[src/hdl/mora_pkg.sv]
// ----------------------------------------------------------------------------
// mora_pkg
// Shared constants, codes and item types of the median outlier reject average.
// ----------------------------------------------------------------------------
package mora_pkg;

  // Store capacity and derived widths
  localparam int MAX_SAMPLES = 16;
  localparam int ADDR_W      = $clog2(MAX_SAMPLES);
  localparam int CNT_W       = $clog2(MAX_SAMPLES + 1);

  // Field widths
  localparam int OFF_W       = 32;
  localparam int GOOD_CNT_W  = 5;
  localparam int SUM_W       = 36;
  localparam int CORR_W      = 52;
  localparam int LIMIT_W     = 31;
  localparam int PREC_W      = 19;

  // Configuration port
  localparam int CFG_IDX_W   = 1;
  localparam int CFG_DATA_W  = 31;
  localparam logic [LIMIT_W-1:0] LIMIT_RESET = LIMIT_W'(31536000);

  // Scaling to microseconds and divider sizing
  localparam int US_PER_SEC  = 1000000;
  localparam int US_W        = 21;
  localparam int PROD_W      = SUM_W + US_W;
  localparam int STEP_W      = $clog2(PROD_W + 1);

  typedef enum logic [1:0] {
    ST_OK         = 2'd0,
    ST_ALL_FAILED = 2'd1,
    ST_NO_SAMPLE  = 2'd2
  } status_t;

  typedef enum logic [CFG_IDX_W-1:0] {
    CFG_TIME_LIMIT = 1'b0,
    CFG_PRECISION  = 1'b1
  } cfg_index_t;

  typedef struct packed {
    logic signed [OFF_W-1:0] offset_sec;
    logic                    failed;
    logic                    last_sample;
  } in_item_t;

  typedef struct packed {
    status_t                  status;
    logic signed [OFF_W-1:0]  median_sec;
    logic [GOOD_CNT_W-1:0]    good_count;
    logic signed [SUM_W-1:0]  good_sum;
    logic signed [CORR_W-1:0] correction_us;
    logic                     overflowed;
  } out_item_t;

endpackage

[src/hdl/median_outlier_reject_average.sv]
// ----------------------------------------------------------------------------
// median_outlier_reject_average
// Collects a round of clock-offset samples and returns the mean of those
// within one second of their upper median, as a correction in microseconds.
// ----------------------------------------------------------------------------
// An item is taken when start is high and busy is low. An item without
// last_sample is absorbed while busy stays low. An item with last_sample
// whose round has no success or no kept sample gives its result on the next
// cycle. Otherwise busy rises and the result follows after k candidates
// (1..n) are tried before the upper median is found, n being the number of
// kept samples: each candidate is ranked by one subtract unit that scans the
// single read port of the sample store, the sum pass scans it once more, and
// the correction comes out of a one-bit-per-cycle divider of 57 steps.
// out_strobe is high for exactly one cycle per result and cannot be held
// off: the receiver must take it then.
// Configuration writes are taken at any cycle; they are meant for idle time.
module median_outlier_reject_average (
  input  logic                                 clk,
  input  logic                                 rst_n,
  input  logic                                 start,
  output logic                                 busy,
  input  mora_pkg::in_item_t                   in_item,
  output logic                                 out_strobe,
  output mora_pkg::out_item_t                  out_item,
  input  logic                                 cfg_we,
  input  logic [mora_pkg::CFG_IDX_W-1:0]       cfg_index,
  input  logic [mora_pkg::CFG_DATA_W-1:0]      cfg_data
);

  typedef enum logic [8:0] {
    S_IDLE = 9'b000000001,
    S_CRD  = 9'b000000010,
    S_CAP  = 9'b000000100,
    S_SCAN = 9'b000001000,
    S_EVAL = 9'b000010000,
    S_MUL  = 9'b000100000,
    S_ABS  = 9'b001000000,
    S_DIV  = 9'b010000000,
    S_DONE = 9'b100000000
  } state_t;

  localparam int AW  = mora_pkg::ADDR_W;
  localparam int CW  = mora_pkg::CNT_W;
  localparam int OW  = mora_pkg::OFF_W;
  localparam int SW  = mora_pkg::SUM_W;
  localparam int PW  = mora_pkg::PROD_W;

  // Control state
  state_t                          state_r, state_nxt;
  logic [mora_pkg::LIMIT_W-1:0]    time_limit_r, time_limit_nxt;
  logic [mora_pkg::PREC_W-1:0]     precision_r, precision_nxt;
  logic [CW-1:0]                   count_r, count_nxt;
  logic                            success_r, success_nxt;
  logic                            ovf_r, ovf_nxt;
  logic                            out_strobe_r, out_strobe_nxt;

  // Working registers
  logic [CW-1:0]                   cand_idx_r, cand_idx_nxt;
  logic [CW-1:0]                   j_r, j_nxt;
  logic                            phase_r, phase_nxt;
  logic signed [OW-1:0]            cand_r, cand_nxt;
  logic [CW-1:0]                   acc_a_r, acc_a_nxt;
  logic [CW-1:0]                   acc_b_r, acc_b_nxt;
  logic signed [SW-1:0]            sum_r, sum_nxt;
  logic signed [PW-1:0]            prod_r, prod_nxt;
  logic [PW-1:0]                   dvd_r, dvd_nxt;
  logic [CW-1:0]                   rem_r, rem_nxt;
  logic [mora_pkg::STEP_W-1:0]     step_r, step_nxt;
  logic                            neg_r, neg_nxt;
  mora_pkg::out_item_t             out_r, out_nxt;

  // Store ports
  logic                            ram_we;
  logic [AW-1:0]                   ram_waddr;
  logic [OW-1:0]                   ram_wdata;
  logic [AW-1:0]                   ram_raddr;
  logic [OW-1:0]                   ram_rdata;

  // Input qualification
  logic                            accept;
  logic signed [OW:0]              off_x;
  logic signed [OW:0]              lim_x;
  logic                            in_range;
  logic                            keep;
  logic                            full;
  logic                            succ_n;
  logic                            ovf_n;
  logic [CW-1:0]                   cnt_n;

  // Shared compare unit and divider step
  logic signed [OW:0]              diff;
  logic                            is_lt;
  logic                            is_le;
  logic                            is_near;
  logic [CW-1:0]                   half;
  logic                            found;
  logic [CW:0]                     rem_sh;
  logic                            div_ge;
  logic [CW:0]                     rem_sub;
  logic signed [mora_pkg::US_W-1:0] us_c;

  // Final correction
  logic signed [PW:0]              quot_s;
  logic signed [SW:0]              sum_x;
  logic signed [SW:0]              cnt_x;
  logic                            near_zero;
  logic signed [mora_pkg::CORR_W-1:0] corr;
  logic signed [mora_pkg::CORR_W-1:0] prec_s;

  assign busy       = (state_r != S_IDLE);
  assign accept     = start && !busy;
  assign out_strobe = out_strobe_r;
  assign out_item   = out_r;

  // Sample qualification: keep only good samples strictly inside the limit
  assign off_x    = (OW+1)'(in_item.offset_sec);
  assign lim_x    = $signed({{(OW+1-mora_pkg::LIMIT_W){1'b0}}, time_limit_r});
  assign in_range = (off_x < lim_x) && (off_x > -lim_x);
  assign keep     = !in_item.failed && in_range;
  assign full     = (count_r == CW'(mora_pkg::MAX_SAMPLES));
  assign succ_n   = success_r || !in_item.failed;
  assign ovf_n    = ovf_r || (keep && full);
  assign cnt_n    = count_r + CW'(ram_we);

  assign ram_we    = accept && keep && !full;
  assign ram_waddr = count_r[AW-1:0];
  assign ram_wdata = in_item.offset_sec;

  // Shared subtract unit: stored sample minus candidate
  assign diff    = (OW+1)'($signed(ram_rdata)) - (OW+1)'(cand_r);
  assign is_lt   = diff < 0;
  assign is_le   = diff <= 0;
  assign is_near = (diff >= -1) && (diff <= 1);
  assign half    = count_r >> 1;
  assign found   = (acc_a_r <= half) && (acc_b_r > half);

  // Restoring divider step, one quotient bit a cycle
  assign rem_sh  = {rem_r, dvd_r[PW-1]};
  assign div_ge  = rem_sh >= {1'b0, acc_a_r};
  assign rem_sub = rem_sh - {1'b0, acc_a_r};
  assign us_c    = mora_pkg::US_W'(mora_pkg::US_PER_SEC);

  // Signed quotient and precision step
  assign quot_s    = neg_r ? -$signed({1'b0, dvd_r}) : $signed({1'b0, dvd_r});
  assign sum_x     = (SW+1)'(sum_r);
  assign cnt_x     = $signed({{(SW+1-CW){1'b0}}, acc_a_r});
  assign near_zero = (sum_x < cnt_x) && (sum_x > -cnt_x);
  assign prec_s    = $signed({{(mora_pkg::CORR_W-mora_pkg::PREC_W){1'b0}}, precision_r});

  always_comb begin
    corr = mora_pkg::CORR_W'(quot_s);
    if ((precision_r != '0) && near_zero) begin
      corr = (sum_r < 0) ? -prec_s : prec_s;
    end
  end

  // Store read address per sequencer step
  always_comb begin
    case (state_r)
      S_CRD:   ram_raddr = cand_idx_r[AW-1:0];
      S_SCAN:  ram_raddr = j_r[AW-1:0];
      default: ram_raddr = '0;
    endcase
  end

  // Sequencer
  always_comb begin
    state_nxt      = state_r;
    time_limit_nxt = time_limit_r;
    precision_nxt  = precision_r;
    count_nxt      = count_r;
    success_nxt    = success_r;
    ovf_nxt        = ovf_r;
    out_strobe_nxt = 1'b0;
    cand_idx_nxt   = cand_idx_r;
    j_nxt          = j_r;
    phase_nxt      = phase_r;
    cand_nxt       = cand_r;
    acc_a_nxt      = acc_a_r;
    acc_b_nxt      = acc_b_r;
    sum_nxt        = sum_r;
    prod_nxt       = prod_r;
    dvd_nxt        = dvd_r;
    rem_nxt        = rem_r;
    step_nxt       = step_r;
    neg_nxt        = neg_r;
    out_nxt        = out_r;

    // Register writes
    if (cfg_we) begin
      case (cfg_index)
        mora_pkg::CFG_TIME_LIMIT: time_limit_nxt = cfg_data[mora_pkg::LIMIT_W-1:0];
        mora_pkg::CFG_PRECISION:  precision_nxt  = cfg_data[mora_pkg::PREC_W-1:0];
        default:                  time_limit_nxt = time_limit_r;
      endcase
    end

    case (state_r)
      S_IDLE: begin
        if (accept) begin
          count_nxt   = cnt_n;
          success_nxt = succ_n;
          ovf_nxt     = ovf_n;
          if (in_item.last_sample) begin
            if (!succ_n || (cnt_n == '0)) begin
              // Round ends without a usable sample: report and drop the round
              out_nxt               = '0;
              out_nxt.status        = !succ_n ? mora_pkg::ST_ALL_FAILED
                                              : mora_pkg::ST_NO_SAMPLE;
              out_nxt.overflowed    = ovf_n;
              out_strobe_nxt        = 1'b1;
              count_nxt             = '0;
              success_nxt           = 1'b0;
              ovf_nxt               = 1'b0;
            end else begin
              cand_idx_nxt = '0;
              state_nxt    = S_CRD;
            end
          end
        end
      end

      S_CRD: begin
        state_nxt = S_CAP;
      end

      // Latch candidate, start the rank scan at entry zero
      S_CAP: begin
        cand_nxt  = $signed(ram_rdata);
        acc_a_nxt = '0;
        acc_b_nxt = '0;
        j_nxt     = CW'(1);
        phase_nxt = 1'b0;
        state_nxt = S_SCAN;
      end

      // Compare entry j-1 against the candidate; read entry j
      S_SCAN: begin
        if (!phase_r) begin
          acc_a_nxt = acc_a_r + CW'(is_lt);
          acc_b_nxt = acc_b_r + CW'(is_le);
        end else if (is_near) begin
          acc_a_nxt = acc_a_r + CW'(1);
          sum_nxt   = sum_r + SW'($signed(ram_rdata));
        end
        if (j_r == count_r) begin
          state_nxt = phase_r ? S_MUL : S_EVAL;
        end else begin
          j_nxt = j_r + CW'(1);
        end
      end

      // Upper median found: sum its neighbors; else try the next candidate
      S_EVAL: begin
        if (found) begin
          phase_nxt = 1'b1;
          acc_a_nxt = '0;
          sum_nxt   = '0;
          j_nxt     = CW'(1);
          state_nxt = S_SCAN;
        end else begin
          cand_idx_nxt = cand_idx_r + CW'(1);
          state_nxt    = S_CRD;
        end
      end

      S_MUL: begin
        prod_nxt  = sum_r * us_c;
        state_nxt = S_ABS;
      end

      S_ABS: begin
        neg_nxt   = prod_r < 0;
        dvd_nxt   = (prod_r < 0) ? PW'(-prod_r) : PW'(prod_r);
        rem_nxt   = '0;
        step_nxt  = '0;
        state_nxt = S_DIV;
      end

      S_DIV: begin
        dvd_nxt  = {dvd_r[PW-2:0], div_ge};
        rem_nxt  = div_ge ? CW'(rem_sub) : CW'(rem_sh);
        step_nxt = step_r + mora_pkg::STEP_W'(1);
        if (step_r == mora_pkg::STEP_W'(PW - 1)) begin
          state_nxt = S_DONE;
        end
      end

      // Emit the result and clear the round
      S_DONE: begin
        out_nxt.status        = mora_pkg::ST_OK;
        out_nxt.median_sec    = cand_r;
        out_nxt.good_count    = mora_pkg::GOOD_CNT_W'(acc_a_r);
        out_nxt.good_sum      = sum_r;
        out_nxt.correction_us = corr;
        out_nxt.overflowed    = ovf_r;
        out_strobe_nxt        = 1'b1;
        count_nxt             = '0;
        success_nxt           = 1'b0;
        ovf_nxt               = 1'b0;
        state_nxt             = S_IDLE;
      end

      default: begin
        state_nxt = S_IDLE;
      end
    endcase
  end

  // Control registers
  always_ff @(posedge clk) begin
    if (!rst_n) begin
      state_r      <= S_IDLE;
      time_limit_r <= mora_pkg::LIMIT_RESET;
      precision_r  <= '0;
      count_r      <= '0;
      success_r    <= 1'b0;
      ovf_r        <= 1'b0;
      out_strobe_r <= 1'b0;
    end else begin
      state_r      <= state_nxt;
      time_limit_r <= time_limit_nxt;
      precision_r  <= precision_nxt;
      count_r      <= count_nxt;
      success_r    <= success_nxt;
      ovf_r        <= ovf_nxt;
      out_strobe_r <= out_strobe_nxt;
    end
  end

  // Datapath registers
  always_ff @(posedge clk) begin
    cand_idx_r <= cand_idx_nxt;
    j_r        <= j_nxt;
    phase_r    <= phase_nxt;
    cand_r     <= cand_nxt;
    acc_a_r    <= acc_a_nxt;
    acc_b_r    <= acc_b_nxt;
    sum_r      <= sum_nxt;
    prod_r     <= prod_nxt;
    dvd_r      <= dvd_nxt;
    rem_r      <= rem_nxt;
    step_r     <= step_nxt;
    neg_r      <= neg_nxt;
    out_r      <= out_nxt;
  end

  // Sample store
  mora_ram #(
    .WIDTH (OW),
    .DEPTH (mora_pkg::MAX_SAMPLES)
  ) u_store (
    .clk   (clk),
    .we    (ram_we),
    .waddr (ram_waddr),
    .wdata (ram_wdata),
    .raddr (ram_raddr),
    .rdata (ram_rdata)
  );

endmodule

[src/hdl/mora_ram.sv]
// ----------------------------------------------------------------------------
// mora_ram
// Generic single-write, single-read RAM with registered read data.
// ----------------------------------------------------------------------------
module mora_ram #(
  parameter int  WIDTH = 32,
  parameter int  DEPTH = 16,
  localparam int AW    = (DEPTH > 1) ? $clog2(DEPTH) : 1
) (
  input  logic             clk,
  input  logic             we,
  input  logic [AW-1:0]    waddr,
  input  logic [WIDTH-1:0] wdata,
  input  logic [AW-1:0]    raddr,
  output logic [WIDTH-1:0] rdata
);

  logic [WIDTH-1:0] mem [DEPTH];

  // Write port and registered read port
  always_ff @(posedge clk) begin
    if (we) begin
      mem[waddr] <= wdata;
    end
    rdata <= mem[raddr];
  end

endmodule

[config.mk]
export PLATFORM = sky130hd
export DESIGN_NAME = median_outlier_reject_average
export DESIGN_NICKNAME = d
export VERILOG_FILES = /design/src/hdl/mora_pkg.sv /design/src/hdl/median_outlier_reject_average.sv /design/src/hdl/mora_ram.sv
export SDC_FILE = /design/constraint.sdc
export NUM_CORES = 2
export LEC_CHECK = 0
export BUFFER_PORTS_ARGS = -buffer_cell sky130_fd_sc_hd__buf_2
export CAP_MARGIN = 20
export CORE_MARGIN = 1
export CORE_UTILIZATION = 40
export CTS_BUF_LIST = sky130_fd_sc_hd__clkbuf_16
export DETAILED_ROUTE_END_ITERATION = 10
export GPL_ROUTABILITY_DRIVEN = 0
export HOLD_SLACK_MARGIN = 0.02
export SKIP_CTS_REPAIR_TIMING = 1
export SLEW_MARGIN = 25
export SYNTH_ARGS = -nofsm -noshare
export SYNTH_HDL_FRONTEND = slang
export SYNTH_SLANG_ARGS = --single-unit
[constraint.sdc]
create_clock -name clk -period 10.2 [get_ports clk]
set_input_delay 1.02 -clock clk [delete_from_list [all_inputs] [get_ports clk]]
set_output_delay 1.02 -clock clk [all_outputs]
set_load 0.01 [all_outputs]
# ---- After elaboration in Yosys (flattened, before gate mapping)
# Memory sizes are Yosys's and may differ from the RTL's. A register that Yosys moved wholly into a read port is not among the register bits.
# Cells that the tools add are included.
dict set report word_totals {
  mem_bits_rw 512
  memories 1
  input_bits 70
  latch_bits 0
  rom_bits 0
  elab_cells 179
  reg_bits 404
  output_inout_bits 130
}
dict set report op_classes {
  shift 0
  multipliers 1
  add_sub_neg 15
  muxes 60
  bitwise 1
  div_mod_pow 0
  reduce_logical 37
  n_lt_le_gt_ge 13
  n_eq_ne 26
}
# name depth width rd rd_ports_with_merged_regs wr line_no
set mem_list {}
lappend mem_list {u_store.mem 16 32 1 1 1 mora_ram.sv:18} ;# logic [WIDTH-1:0] mem [DEPTH];
# op count
set op_table {}
lappend op_table {{$mux W128} 3}
lappend op_table {{$pmux W128 S2} 1}
lappend op_table {{$mux W52} 3}
lappend op_table {{$pmux W57 S2} 1}
lappend op_table {{$mux W36} 3}
lappend op_table {{$pmux W36 S2} 1}
lappend op_table {{$pmux W9 S8} 1}
lappend op_table {{$mux W5} 14}
lappend op_table {{$lt A57 B1 Y1 const B} 1}
lappend op_table {{$mux W57} 1}
lappend op_table {{$neg A57 Y57} 1}
lappend op_table {{$neg A19 Y52} 1}
lappend op_table {{$neg A52 Y52} 1}
lappend op_table {{$mul A36 B15 Y51 const B} 1}
lappend op_table {{$mux W9} 5}
lappend op_table {{$pmux W5 S2} 4}
lappend op_table {{$gt A36 B37 Y1} 1}
lappend op_table {{$neg A5 Y37} 1}
lappend op_table {{$add A36 B32 Y36} 1}
lappend op_table {{$lt A36 B1 Y1 const B} 1}
lappend op_table {{$lt A36 B6 Y1} 1}
lappend op_table {{$ge A33 B1 Y1 const B} 1}
lappend op_table {{$gt A32 B33 Y1} 1}
lappend op_table {{$le A33 B1 Y1 const B} 1}
lappend op_table {{47 further kinds} 103}

# ---- Depth between registers and ports, before layout
dict set report logic_depth {
  depth_word 13
  ltp_mapped 33
  depth_no_buf 32
}

# ---- Modules after synthesis
# Synthesis repeated with hierarchy kept, for this count alone.
dict set report unflattened {
  cells_unflattened 4240
  hier_area_um2 53741.5
}
# mod cells_per_inst area_each_um2 instances seq_area_each_um2
set by_module_without_submodules {}
lappend by_module_without_submodules {median_outlier_reject_average 3402 33906.3 1 11431.0}
lappend by_module_without_submodules {mora_ram 838 19835.3 1 16015.4}

# ---- Least setup slack after synthesis
# Ideal clock, no wire load.
dict set report synth_path {
  path_kind {flip-flop to flip-flop}
  from {register time_limit_r[17] in the netlist's numbering}
  to {register out_r, in the netlist out_item[0], enable pin}
  setup_time_ns 0.481
  slack_ns 2.337
  required_time_ns 9.719
  t_arrival_ns 7.382
  stages_incl_launch_ff 28
  period_less_slack_ns 7.863
  n_path_buf 1
  cell_sequence {dfxtp_1 -> inv_1 -> nand3_1 -> or3_1 -> nor3_1 -> nand4_1 -> nor3_1 -> xnor2_1 -> ha_1 -> a21o_1 -> a21o_1 -> a21o_1 -> a21oi_1 -> o21ai_0 -> or3_1 -> a221o_1 -> a31oi_1 -> or3_1 -> a21oi_1 -> nor3b_1 -> clkbuf_1 -> ha_1 -> ha_1 -> o31ai_1 -> a31o_2 -> a21oi_1 -> a21o_1 -> inv_1}
}
dict set report synth_between {
  elab_chain_len 11
  word_cells_on_any_way 12
  cone_classes {2 x add/sub; 2 x order compare; 1 x eq/ne; 7 x reduce/logical}
}
# element line_no
set synth_rtl {}
lappend synth_rtl {{from (decl)} median_outlier_reject_average.sv:50} ;# logic [mora_pkg::LIMIT_W-1:0] time_limit_r, time_limit_nxt;
lappend synth_rtl {{from (signal assigned)} median_outlier_reject_average.sv:314} ;# time_limit_r <= mora_pkg::LIMIT_RESET;
lappend synth_rtl {{from (signal assigned)} median_outlier_reject_average.sv:322} ;# time_limit_r <= time_limit_nxt;
lappend synth_rtl {{$neg A31 Y33} median_outlier_reject_average.sv:118} ;# assign in_range = (off_x < lim_x) && (off_x > -lim_x);
lappend synth_rtl {{$gt A32 B33 Y1} median_outlier_reject_average.sv:118}
lappend synth_rtl {{$logic_and A1 B1 Y1 (*)} median_outlier_reject_average.sv:118}
lappend synth_rtl {{$logic_and A1 B1 Y1 (*)} median_outlier_reject_average.sv:119} ;# assign keep = !in_item.failed && in_range;
lappend synth_rtl {{$logic_and A1 B1 Y1 (*) (2 in a row)} median_outlier_reject_average.sv:125} ;# assign ram_we = accept && keep && !full;
lappend synth_rtl {{$add A5 B1 Y5 (*)} median_outlier_reject_average.sv:123} ;# assign cnt_n = count_r + CW'(ram_we);
lappend synth_rtl {{$logic_not A5 Y1 (*)} median_outlier_reject_average.sv:205} ;# if (!succ_n || (cnt_n == '0)) begin
lappend synth_rtl {{$logic_or A1 B1 Y1 (*)} median_outlier_reject_average.sv:205}
lappend synth_rtl {{$ne A2 B2 Y1 (no line) (*)} --}
lappend synth_rtl {{$reduce_and A4 Y1 (no line) (*)} --}
lappend synth_rtl {{to (signal assigned)} median_outlier_reject_average.sv:345} ;# out_r <= out_nxt;
lappend synth_rtl {{to (decl)} median_outlier_reject_average.sv:70} ;# mora_pkg::out_item_t out_r, out_nxt;
# Every way passes the cells marked *; elsewhere a longest branch is shown, timed or not.
# A chain may end at the register's enable or synchronous reset.

# ---- Worst setup path in the final report
dict set report layout_path {
  from {register sum_r[9]}
  to {register prod_r[56], data pin}
}
dict set report layout_between {
  elab_chain_len 1
}
# element line_no
set layout_rtl {}
lappend layout_rtl {{from (decl)} median_outlier_reject_average.sv:64} ;# logic signed [SW-1:0] sum_r, sum_nxt;
lappend layout_rtl {{from (signal assigned)} median_outlier_reject_average.sv:339} ;# sum_r <= sum_nxt;
lappend layout_rtl {{$mul A36 B15 Y51} median_outlier_reject_average.sv:268} ;# prod_nxt = sum_r * us_c;
lappend layout_rtl {{to (signal assigned)} median_outlier_reject_average.sv:340} ;# prod_r <= prod_nxt;
lappend layout_rtl {{to (decl)} median_outlier_reject_average.sv:65} ;# logic signed [PW-1:0] prod_r, prod_nxt;
# Every way passes these cells.

==> results by group <==
Outcome
  – Status: finished with violations
  – Failing checks: DRC

Floorplanning
  – Die Y: 370.0 µm
  – Core footprint: 0.1340 mm²
  – Row count: 134
  – I/O Pins: 200
  – Die X: 370.0 µm
  – DIE AREA: 0.1369 mm²
  – Initial Util: 40.43%

Yosys
  – Synthesized net count: 5435
  – Seq cells post-synth: 947
  – Post-synthesis sequential area ratio: 50.68%
  – Synthesized area: 0.05416 mm²
  – Yosys top cell by area: edfxtp_1
  – Top cell type's share of synthesized area: 47.02%
  – Syn Inst Count: 4744
  – Post-synth cell types: 79
  – Top FF cell, synth: edfxtp_1
  – Asr flop ratio synth: 0%
  – Post-synth EDFFs: 848
  – Synth area leaders: edfxtp_1 (47%), ha_1 (10%), fa_1 (6.4%)
  – Mean post-synth cell area: 11.42 µm²
  – Warnings, synthesis: 0

Drt
  – Iter 0 DRT Violations: 2646
  – Vias per cell: 5.459
  – ANT nets after route: 0
  – First drt pass iteration count: 10
  – Post-DR wirelength/cell: 21.24 µm
  – Total Wirelength: 143500 µm
  – Post-route DRC: 18
  – Vias: 36880

Setup path
  – Worst-path maximum fanout: 8
  – CP Capture Type: flip-flop
  – Reg2Reg Setup Slack: 2.97 ns
  – Critical Path RT: 10.66 ns
  – R2R Path Start: sum_r[9]$_SDFFCE_PP0P_
  – CP Data Arrival Time: 7.69 ns
  – R2r endpoint: prod_r[56]$_DFFE_PP_
  – Startpoint types: flip-flop
  – Worst r2r path cells: 22
  – Kind of critical path: reg2reg

STA
  – Period utilization: 70.86%
  – Final-report hold violation count: 0
  – Fmax: 138.4 MHz
  – Worst slew margin: 30.84%
  – Worst Clk Skew: 0.09312 ns
  – Slew Limit Fails: 0
  – Fin Hold WS: 0.4600 ns
  – Minimum clock period: 7.227 ns
  – Slew @ Worst Pin: 1.037 ns
  – Setup TNS: 0 ns
  – Final setup viols: 0
  – RSZ-0062 raised after global routing: no

CTS
  – TritonCTS Buffers: 104
  – Deepest clock path buffer count: 3
  – Clock-pin slew on the worst setup and hold paths: 0.06 ns
  – Later-pin clock latency in the skew report: 0.75 ns
  – CTS tree: yes
  – Clk sinks: 947
  – Clock Tree Root: clkbuf_16
  – Clock H-tree levels: 3

Layout
  – Layout cells sized above 1: 9.286%
  – Area taken by multi-input logic gates: 0.02482 mm²
  – FF/Latch Area: 0.02745 mm²
  – Number of fill cells in the layout: 12230
  – Final instance area: 0.06069 mm²
  – Nets: 5587
  – Layout area overhead: 12.06%

Job
  – Max-capacitance violation count: 0

Global routing
  – Total gr overflow: 0
  – Pin count of the biggest net entering global routing: 209
  – Total GRT Usage: 20.77%
  – Antenna violations before repair: 10
  – First-pass GRT wire length: 217500 µm
  – Vias in the first global route: 36290

Power and ir drop
  – Worst vdd ir: 0.0001345 V
  – Pwr Density: 162.2 mW/mm²
  – Lkg Pwr: 23.54 nW

Placement
  – Input/output buffers: 199
  – Detail Placement HPWL: 97120 µm
  – Cell Area, Placed: 0.05710 mm²

Worst hold path
  – Worst hold start: time_limit_r[18]$_SDFFE_PN0P_
  – Hold EP: time_limit_r[18]$_SDFFE_PN0P_
  – Tightest Hold Check Type: reg2reg
  – Worst hold stages: 2
[critical path, stage by stage (launching register included)]
cell,delay [ns]
edfxtp_1,0.70
inv_1,0.17
ha_1,0.31
inv_1,0.09
fa_1,0.55
inv_1,0.06
fa_1,0.51
fa_1,0.52
fa_1,0.49
ha_1,0.31
ha_1,0.36
a21o_1,0.22
a21o_1,0.17
a21oi_1,0.17
o21ai_0,0.10
a31oi_1,0.33
o21ai_0,0.20
o31ai_1,0.49
o31ai_1,0.25
a211oi_1,0.48
o21ai_0,0.20
a21oi_1,0.20
xnor2_1,0.08
[kinds of logic (layout without fill, tap and decap cells)]
group           after synthesis  after routing  synth area share, %
buf+inv                     535            777                3.708
fa+ha+maj                   621            621                16.75
flops                       947            947                50.68
simple gates               1322           1322                11.79
other cells                   0              2                    0
mux                           9              9               0.1664
compound gates             1049           1049                12.69
xor+xnor                    261            261                4.221
[flip-flops by register name, indices dropped and copies added, names as in the netlist]
name and count:
acc_a_r 5, acc_b_r 5, cand_idx_r 4, cand_r 32, count_r 5, dvd_r 57, j_r 5, neg_r 1
out_item 128, out_strobe 1, ovf_r 1, phase_r 1, precision_r 19, prod_r 51, rem_r 5, state_r 9
step_r 6, success_r 1, sum_r 36, time_limit_r 31, u_store.mem 512, u_store.rdata 32
[through the flow]
stage / worst slack, ns / utilization [%] / std cells / total power (W)
3_5_place_dp: 2.645 / 42.63 / 6557 / 0.006036
2_1_floorplan: 2.337 / - / 4744 / 0.005485
5_1_grt: 2.347 / 45.30 / 6754 / 0.01019
4_1_cts: 2.566 / 45.28 / 6753 / 0.009924
6_report: 2.973 / 45.30 / 6756 / 0.009841
3_3_place_gp: 2.419 / 42.62 / 6557 / 0.006018
[per-layer routing]
metal	vias to the layer above	global-route usage, %	share of wire (%)
met5	-	0	0.079
li1	17610	-	-
met4	16	6.135	2.7
met1	18210	26.26	43
met3	224	2.676	4.1
met2	825	36.84	51
[power by group]
part	switching, W	internal, W
combinational	0.000800	0.000407
clock	0.00161	0.00227
sequential	0.000147	0.00460
[cell usage in the layout (no fill, tap or decap), types with 173 or more instances in the layout]
cell type / netlist / layout
ha_1: 448 / 448
fa_1: 173 / 173
o21ai_0: 181 / 180
a211oi_1: 199 / 199
a21oi_1: 263 / 263
buf_2: 0 / 199
edfxtp_1: 848 / 848
nand2_1: 521 / 521
inv_1: 339 / 352
nor2_1: 260 / 260
[worst max path at each step]
stage | startpoint | to | cells past startpoint
floorplan | time_limit_r[17]$_SDFFE_PN0P_ | out_item[0]$_DFFE_PP_ | 27
global placement | time_limit_r[3]$_SDFFE_PN0P_ | out_item[108]$_SDFFCE_PN0P_ | 28
detailed placement | time_limit_r[3]$_SDFFE_PN0P_ | out_item[97]$_SDFFCE_PN0P_ | 28
CTS | time_limit_r[3]$_SDFFE_PN0P_ | out_item[107]$_SDFFCE_PN0P_ | 28
global route | time_limit_r[3]$_SDFFE_PN0P_ | out_item[107]$_SDFFCE_PN0P_ | 28
finish | sum_r[9]$_SDFFCE_PP0P_ | prod_r[56]$_DFFE_PP_ | 22
[synthesized netlist by cell type, types with 7 or more instances]
cell type  number
or2_2          11
or4_1          19
xor2_1        146
a21o_1         84
nand4_1        37
and4_1         10
o41ai_1        15
o211ai_1       17
and2_1        141
nand2_1       521
a211oi_1      199
nor2_1        260
nand2b_1       33
xnor2_1       115
nor3_1         55
o21ai_0       181
a311oi_1       66
nor2b_1        27
nand3b_1        8
mux2i_1         9
a31oi_1        80
ha_1          448
dfxtp_1        99
edfxtp_1      848
fa_1          173
buf_1           7
o31ai_1        34
and4b_1        10
or3_1          35
nand3_1        56
inv_1         339
and2_0         16
o21bai_1       12
o21a_1         21
a21oi_1       263
and3_1         24
nor4_1         25
clkbuf_1      189
[area by class of cell]
cell class,count,share of cell area [%]
Tap cell,1768,3.645
Clock inverter,92,1.559
Multi-Input combinational cell,3262,40.90
Sequential cell,947,45.23
Clock buffer,104,4.288
Inverter,339,2.105
Antenna cell,2,0.008247
Timing Repair Buffer,242,2.268
No activity file was read; power rests on OpenSTA's default activity.
